[config.mk]
export PLATFORM = sky130hd
export DESIGN_NAME = orsat_sincos
export DESIGN_NICKNAME = d
export VERILOG_FILES = /design/src/rtl/orsat_pkg.sv /design/src/rtl/orsat_cordic_cell.sv /design/src/rtl/orsat_sincos.sv
export SDC_FILE = /design/constraint.sdc
export NUM_CORES = 2
export LEC_CHECK = 0
export BUFFER_PORTS_ARGS = -buffer_cell sky130_fd_sc_hd__buf_2
export CAP_MARGIN = 40
export CORE_UTILIZATION = 55
export DETAILED_ROUTE_END_ITERATION = 7
export PLACE_DENSITY = 0.78
export SLEW_MARGIN = 20
export SYNTH_ARGS = -nofsm -noshare
export SYNTH_HDL_FRONTEND = slang
export SYNTH_SLANG_ARGS = --single-unit
[constraint.sdc]
create_clock -name clk_i -period 7.9 [get_ports clk_i]
set_input_delay 1.185 -clock clk_i [delete_from_list [all_inputs] [get_ports clk_i]]
set_output_delay 1.185 -clock clk_i [all_outputs]
set_load 0.03 [all_outputs]
[src/rtl/orsat_pkg.sv]
// orsat_pkg: shared types and constants for the oriented rectangle overlap test
// cordic arctangent table, trig format constants and the cordic cell payload type
// no dependencies
`timescale 1ns / 1ps

package orsat_pkg;

  localparam int unsigned PHASE_BITS   = 24;
  localparam int unsigned CORDIC_STEPS = 16;
  localparam int unsigned CW           = 34;  // cordic datapath width, 30 fractional bits
  localparam int unsigned TRIG_W       = 16;  // Q1.14 plus sign
  localparam logic signed [CW-1:0] CORDIC_X0 = 34'sd652032874;
  localparam logic signed [TRIG_W-1:0] TRIG_ONE = 16'sd16384;

  typedef logic signed [CW-1:0] cw_t;
  typedef logic signed [TRIG_W-1:0] trig_t;

  typedef struct packed {
    cw_t x;
    cw_t y;
    logic signed [PHASE_BITS-1:0] z;
    logic [1:0] quad;
  } cordic_t;

  function automatic logic signed [PHASE_BITS-1:0] atan_phase(input logic [3:0] i);
    logic signed [PHASE_BITS-1:0] r;
    unique case (i)
      4'd0:  r = 24'sd2097152;
      4'd1:  r = 24'sd1238021;
      4'd2:  r = 24'sd654136;
      4'd3:  r = 24'sd332050;
      4'd4:  r = 24'sd166669;
      4'd5:  r = 24'sd83416;
      4'd6:  r = 24'sd41718;
      4'd7:  r = 24'sd20860;
      4'd8:  r = 24'sd10430;
      4'd9:  r = 24'sd5215;
      4'd10: r = 24'sd2608;
      4'd11: r = 24'sd1304;
      4'd12: r = 24'sd652;
      4'd13: r = 24'sd326;
      4'd14: r = 24'sd163;
      default: r = 24'sd81;
    endcase
    return r;
  endfunction

  // round half up to Q1.14 and clamp
  function automatic trig_t round_trig(input cw_t v);
    cw_t r;
    cw_t t;
    r = v + cw_t'(34'sd32768);
    t = r >>> 16;
    if (t > cw_t'(TRIG_ONE)) return TRIG_ONE;
    if (t < -cw_t'(TRIG_ONE)) return -TRIG_ONE;
    return trig_t'(t);
  endfunction

endpackage

[src/rtl/orsat_cordic_cell.sv]
// orsat_cordic_cell: one rotation step of the cordic chain, registered
// depends on orsat_pkg
`timescale 1ns / 1ps

module orsat_cordic_cell #(
  parameter int unsigned STEP = 0
) (
  input  logic              clk_i,
  input  logic              en_i,
  input  orsat_pkg::cordic_t in_i,
  output orsat_pkg::cordic_t out_o
);
  import orsat_pkg::*;

  cordic_t d;
  cw_t     xs;
  cw_t     ys;
  logic signed [PHASE_BITS-1:0] at;

  always_comb begin
    xs = in_i.x >>> STEP;
    ys = in_i.y >>> STEP;
    at = atan_phase(4'(STEP));
    d  = in_i;
    if (!in_i.z[PHASE_BITS-1]) begin
      d.x = in_i.x - ys;
      d.y = in_i.y + xs;
      d.z = in_i.z - at;
    end else begin
      d.x = in_i.x + ys;
      d.y = in_i.y - xs;
      d.z = in_i.z + at;
    end
  end

  always_ff @(posedge clk_i) begin
    if (en_i) out_o <= d;
  end

endmodule

[src/rtl/orsat_sincos.sv]
// orsat_sincos: pipelined cordic sine and cosine, a chain of rotation cells
// depends on orsat_pkg, orsat_cordic_cell; every cell and the quadrant correction are registered
`timescale 1ns / 1ps

module orsat_sincos #(
  parameter int unsigned ANGLE_WIDTH = 16
) (
  input  logic                   clk_i,
  input  logic                   en_i,
  input  logic [ANGLE_WIDTH-1:0] angle_i,
  output orsat_pkg::trig_t       cos_o,
  output orsat_pkg::trig_t       sin_o
);
  import orsat_pkg::*;

  logic [PHASE_BITS-1:0] phase;
  cordic_t chain [CORDIC_STEPS+1];
  trig_t rc;
  trig_t rs;

  assign phase = PHASE_BITS'(angle_i) << (PHASE_BITS - ANGLE_WIDTH);

  assign chain[0].x    = CORDIC_X0;
  assign chain[0].y    = '0;
  assign chain[0].z    = {2'b00, phase[PHASE_BITS-3:0]};
  assign chain[0].quad = phase[PHASE_BITS-1 -: 2];

  for (genvar g = 0; g < CORDIC_STEPS; g++) begin : g_cell
    orsat_cordic_cell #(.STEP(g)) u_cell (
      .clk_i (clk_i),
      .en_i  (en_i),
      .in_i  (chain[g]),
      .out_o (chain[g+1])
    );
  end

  assign rc = round_trig(chain[CORDIC_STEPS].x);
  assign rs = round_trig(chain[CORDIC_STEPS].y);

  always_ff @(posedge clk_i) begin
    if (en_i) begin
      unique case (chain[CORDIC_STEPS].quad)
        2'd0: begin cos_o <= rc;  sin_o <= rs;  end
        2'd1: begin cos_o <= -rs; sin_o <= rc;  end
        2'd2: begin cos_o <= -rc; sin_o <= -rs; end
        default: begin cos_o <= rs; sin_o <= -rc; end
      endcase
    end
  end

endmodule

After elaboration in Yosys (flattened, before gate mapping)
Cells that the tools add are included.
{"block": "word_totals", "reg_bits": 1440, "inputBits": 18, "output_inout_bits": 32, "word_cells": 192}
{"block": "classes", "n_addsub": 91, "magnitude_cmp": 4, "n_eq_ne": 2, "n_mux": 31, "n_reduce_logical": 1}
{"op": "$mux 92", "n": 14}
{"op": "$mux 16", "n": 8}
{"op": "$add 34x29->34", "n": 3}
{"op": "$sub 34x29->34", "n": 3}
{"op": "$pmux 16 s3", "n": 2}
{"op": "$mux 88", "n": 1}
{"op": "$add 34x17->34 const B", "n": 2}
{"op": "$add 34x19->34", "n": 2}
{"op": "$add 34x20->34", "n": 2}
{"op": "$add 34x21->34", "n": 2}
{"op": "$add 34x22->34", "n": 2}
{"op": "$add 34x23->34", "n": 2}
{"op": "$add 34x24->34", "n": 2}
{"op": "$add 34x25->34", "n": 2}
{"op": "$add 34x26->34", "n": 2}
{"op": "$add 34x27->34", "n": 2}
{"op": "$add 34x28->34", "n": 2}
{"op": "$add 34x30->34", "n": 2}
{"op": "$add 34x31->34", "n": 2}
{"op": "$sub 34x19->34", "n": 2}
{"op": "$sub 34x20->34", "n": 2}
{"op": "$sub 34x21->34", "n": 2}
{"op": "$sub 34x22->34", "n": 2}
{"op": "$sub 34x23->34", "n": 2}
{"op": "other kinds (47)", "n": 62}

Logic depth before layout (Yosys ltp)
{"block": "depth", "word_depth": 8, "mapped_depth": 22, "ltp_nobuf": 22}

Cells and area by module
Synthesis repeated with hierarchy kept, for this count alone.
{"block": "unflattened", "cells_unflattened": 14967, "area_unflattened_um2": 139147.2}
{"mod": "orsat_cordic_cell at g_cell[1].u_cell", "instances": 1, "cells_each": 1007, "area_each_um2": 8884.8, "seq_area_each_um2": 2822.7}
{"mod": "orsat_cordic_cell at g_cell[9].u_cell", "instances": 1, "cells_each": 942, "area_each_um2": 8734.6, "seq_area_each_um2": 2822.7}
{"mod": "orsat_cordic_cell at g_cell[8].u_cell", "instances": 1, "cells_each": 926, "area_each_um2": 8640.8, "seq_area_each_um2": 2822.7}
{"mod": "orsat_cordic_cell at g_cell[5].u_cell", "instances": 1, "cells_each": 906, "area_each_um2": 8575.7, "seq_area_each_um2": 2822.7}
{"mod": "orsat_cordic_cell at g_cell[0].u_cell", "instances": 1, "cells_each": 966, "area_each_um2": 8528.2, "seq_area_each_um2": 2792.7}
{"mod": "orsat_cordic_cell at g_cell[3].u_cell", "instances": 1, "cells_each": 918, "area_each_um2": 8520.7, "seq_area_each_um2": 2822.7}
{"mod": "orsat_cordic_cell at g_cell[6].u_cell", "instances": 1, "cells_each": 911, "area_each_um2": 8503.2, "seq_area_each_um2": 2822.7}
{"mod": "orsat_cordic_cell at g_cell[2].u_cell", "instances": 1, "cells_each": 911, "area_each_um2": 8493.1, "seq_area_each_um2": 2822.7}
{"mod": "orsat_cordic_cell at g_cell[7].u_cell", "instances": 1, "cells_each": 918, "area_each_um2": 8480.6, "seq_area_each_um2": 2822.7}
{"mod": "orsat_cordic_cell at g_cell[13].u_cell", "instances": 1, "cells_each": 885, "area_each_um2": 8396.8, "seq_area_each_um2": 2822.7}
{"mod": "orsat_cordic_cell at g_cell[4].u_cell", "instances": 1, "cells_each": 901, "area_each_um2": 8384.3, "seq_area_each_um2": 2822.7}
{"mod": "orsat_cordic_cell at g_cell[12].u_cell", "instances": 1, "cells_each": 863, "area_each_um2": 8257.9, "seq_area_each_um2": 2822.7}
{"mod": "orsat_cordic_cell at g_cell[14].u_cell", "instances": 1, "cells_each": 841, "area_each_um2": 8154.1, "seq_area_each_um2": 2822.7}
{"mod": "orsat_cordic_cell at g_cell[15].u_cell", "instances": 1, "cells_each": 848, "area_each_um2": 8134.1, "seq_area_each_um2": 2822.7}
{"mod": "3 more rows"}

Least setup slack after synthesis
Ideal clock, no wire load.
{"block": "synth_timing", "path_kind": "register to register", "from": "register g_cell[5].u_cell.out_o[70] (netlist bit)", "to": "register g_cell[6].u_cell.out_o[59] (netlist bit) (data pin)", "setup_time_ns": 0.260, "arrival_ns": 4.605, "required_time_ns": 7.640, "slack_ns": 3.036, "path_stages_with_launch": 21, "path_buffers": 0, "period_less_slack_ns": 4.864, "path_cell_list": "edfxtp_1 > nor3_1 > nand2_1 > nor2_1 > nand2_1 > nor4_1 > nor4bb_1 > nor3b_1 > nor2_1 > xnor2_1 > ha_1 > nand4_1 > nor2_1 > nand2_1 > a21oi_1 > or3_1 > o41ai_1 > o2111ai_1 > a31o_2 > a21oi_1 > xnor2_1"}
{"element": "start: declaration", "line": "orsat_cordic_cell.sv:11", "source": "output orsat_pkg::cordic_t out_o"}
{"element": "start signal: assignment", "line": "orsat_cordic_cell.sv:37", "source": "if (en_i) out_o <= d;"}
{"element": "end signal: assignment", "line": "orsat_cordic_cell.sv:37"}
{"element": "end: declaration", "line": "orsat_cordic_cell.sv:11"}

==> reports/results.txt <==
Number of flops mapped to enable cells by yosys: 1292
Drt wl/cell: 19.5 um
Crit Path Class: reg -> reg
Die X-Extent: 445 um
CTS Sinks: 1292
Syn nets: 12546
Reg2reg path depth: 20
Synth Area in Simple Gates: 13.5%
Initial antenna violation count: 4
Commonest non-fill, non-tap cell in the layout: edfxtp_1
IO buf count: 49
Clock period minus worst slack: 6.15 ns
Setup repair bufs after CTS: 0
Clk Latency, worst-skew pair: 0.81 ns
Largest family of logic cells by synthesized area: compound AO/OA/AOI/OAI gates
Synth Area in Compound Gates: 19.4%
Hold Vio Cnt, Final: 0
RSZ-0062 raised after global routing: no
Critical path, cell by cell: nor3_1 -> nand2_1 -> nor2_1 -> nand2_1 -> nor4_1 -> nor4bb_1 -> nor3b_1 -> nor2_1 -> xnor2_1 -> ha_1 -> nand4_1 -> nor2_1 -> nand2_1 -> a21oi_1 -> or3_1 -> o41ai_1 -> o2111ai_1 -> a31o_2 -> a21oi_1 -> xnor2_1
TritonRoute pass-1 iters: 6
Mux contribution to synthesized area: 1.14%
Worst Hold Class: reg -> reg
CTS tree: done
Largest net degree at the start of global routing: 185
Worst hold path startpoint: g_cell[10].u_cell.out_o[0]
Cell variety after synth: 95
Final-stage net count: 12617
GR met2 Demand/Resource: 46.4%
Dpl ws: 1.97 ns
Synth area leaders: edfxtp_1, ha_1, xnor2_1, a21oi_1, xor2_1
Yosys reg bits: 1292
Fmax: 163 MHz
Hold Path Sink: g_cell[11].u_cell.out_o[0]
Reg-to-reg endpoint: g_cell[6].u_cell.out_o[59]
Max cap viols: 0
Buf/Inv on CP: 0
P&R area growth vs syn: 7.80%
Clock Skews: 0.0349 ns
Met1 global-route usage: 34.2%
Die area: 0.198 mm2
GRT Total Usage: 27.1%
Xor/xnor share of the synthesized area: 13.2%
Mapped cell area: 0.108 mm2
Dominant cell type by area after synthesis: edfxtp_1
Final slew viol count: 0
Num CTS Buffers: 149
Post-route core utilization: 59.7%
Number of H-tree levels: 4
Startpoint types: flop
Synth top area share: 36.0%
DP Wirelength: 215000 um
Worst reg2reg path startpoint: g_cell[5].u_cell.out_o[70]
Routed Wire Length: 276000 um
Max Buffers Root-to-Sink: 3
Internal reg-to-reg setup slack: 1.75 ns
Hold-fix buffers, CTS: 0
Global-route wire length before repair: 437000 um
Top Family by Delay on Critical Path: simple AND/OR/NAND/NOR gates
Iter 0 DRT Violations: 7117
GPL Wtd Cong: 0.979
Die H: 445 um
Placement Rows: 162
Measured slew at the worst slew-check pin: 1.17 ns
Slew headroom: 21.9%
Vias in the first global route: 83237
Period utilisation layout: 77.8%
Main synth FF type: edfxtp_1
Worst path max stage delay: 0.77 ns
Met3 Use GR: 3.97%
Synth Instances: 11314
Final WS setup: 1.75 ns
Worst Path Arrival: 6.68 ns
Ys Warns: 0
Fraction of layout cells with a size suffix above 1: 4.33%
Reg area: 0.0388 mm2
Most frequent cells in the layout: edfxtp_1, a21oi_1, ha_1, xnor2_1, nor2_1
Max FO, Critical Path: 5
Critical Path Sink Type: flop
Vias: 86589
Async set-reset flop share out of synthesis: 0%
Fill count: 16247
Initial Utilization: 55.3%
Outcome: completed
DRC viols: 0
Register area share after synthesis: 36.0%
Via density: 6.13
I/O Pins: 50
Multi-input gate area: 0.0664 mm2
Worst-path clk slew: 0.06 ns
Post-CTS sizing: 0
Core outline area: 0.195 mm2
Worst hold stages: 0
ANT nets after route: 0
Total grt overflow: 0
Root Buffer: clkbuf_16
CP max-delay cell: o41ai_1
# setup viols final: 0
Syn avg cell area: 9.54 um2
Fin Setup TNS: 0 ns
CP required: 8.43 ns
Post-Synth Adder-Cell Area: 14.3%
Gr busiest metal: met2
[synth_stat cells, types with 94 or more instances]
cell and number:
nor2b_1 130, nand2_1 542, nor3_1 327, xor2_1 545, nor2_1 1056, ha_1 1177
o21ai_0 502, nand3_1 208, a31oi_1 140, edfxtp_1 1292, o21a_1 163, inv_1 508
o21bai_1 151, a21o_1 502, xnor2_1 1084, nand2b_1 158, nor4_1 94, clkbuf_1 146
a21oi_1 1266, and3_1 118, a211oi_1 98
[metrics by stage]
| stage | std cells | hold WS (ns) | cell area, um2 |
|---|---|---|---|
| detailed placement | 13844 | 0.405 | 111000 |
| finish | 14132 | 0.412 | 116000 |
| CTS | 14116 | 0.414 | 116000 |
| global placement | 13832 | 0.401 | 111000 |
| floorplan | 11314 | 0.400 | 108000 |
| global route | 14130 | 0.420 | 116000 |
[how the worst max path moves through the flow]
stage	cells after the start	slack (ns)	to	start
6_report	20	1.75	g_cell[6].u_cell.out_o[59]	g_cell[5].u_cell.out_o[70]
3_3_place_gp	20	1.87	g_cell[6].u_cell.out_o[59]	g_cell[5].u_cell.out_o[71]
5_1_grt	20	1.28	g_cell[6].u_cell.out_o[59]	g_cell[5].u_cell.out_o[70]
4_1_cts	20	1.88	g_cell[6].u_cell.out_o[59]	g_cell[5].u_cell.out_o[70]
3_5_place_dp	20	1.97	g_cell[6].u_cell.out_o[59]	g_cell[5].u_cell.out_o[70]
2_1_floorplan	20	3.04	g_cell[6].u_cell.out_o[59]	g_cell[5].u_cell.out_o[70]
[cell type report]
type | count | area share (%)
diodes | 2 | 0.00430
clock buffers | 170 | 3.36
inverters | 511 | 1.65
well taps | 2624 | 2.82
flip-flops and latches | 1292 | 33.3
repair buffers | 121 | 0.823
clock inverters | 102 | 0.905
multi-input cells | 9310 | 57.1
[kinds of logic after synthesis]
group,Yosys count
XOR/XNOR,1629
adder cells (fa/ha/maj),1214
AO/OA/AOI/OAI,3325
buffers and inverters,712
AND/OR/NAND/NOR,3027
flip-flops,1292
multiplexers,115
[sequential cells by signal (all words and copies together), names as in the netlist]
signal,cells
cos_o,16
g_cell.u_cell.out_o,1260
sin_o,16
[per-layer routing]
layer  routed length, um  part of all wire (%)
met2              131000                    48
met1              116000                    42
met4               12100                   4.4
met3               16900                   6.1
met5                   0                     0
Power is left out: the tool's default activity adds up to more than one toggle a clock period on the data nets, which glitch-free logic cannot reach.
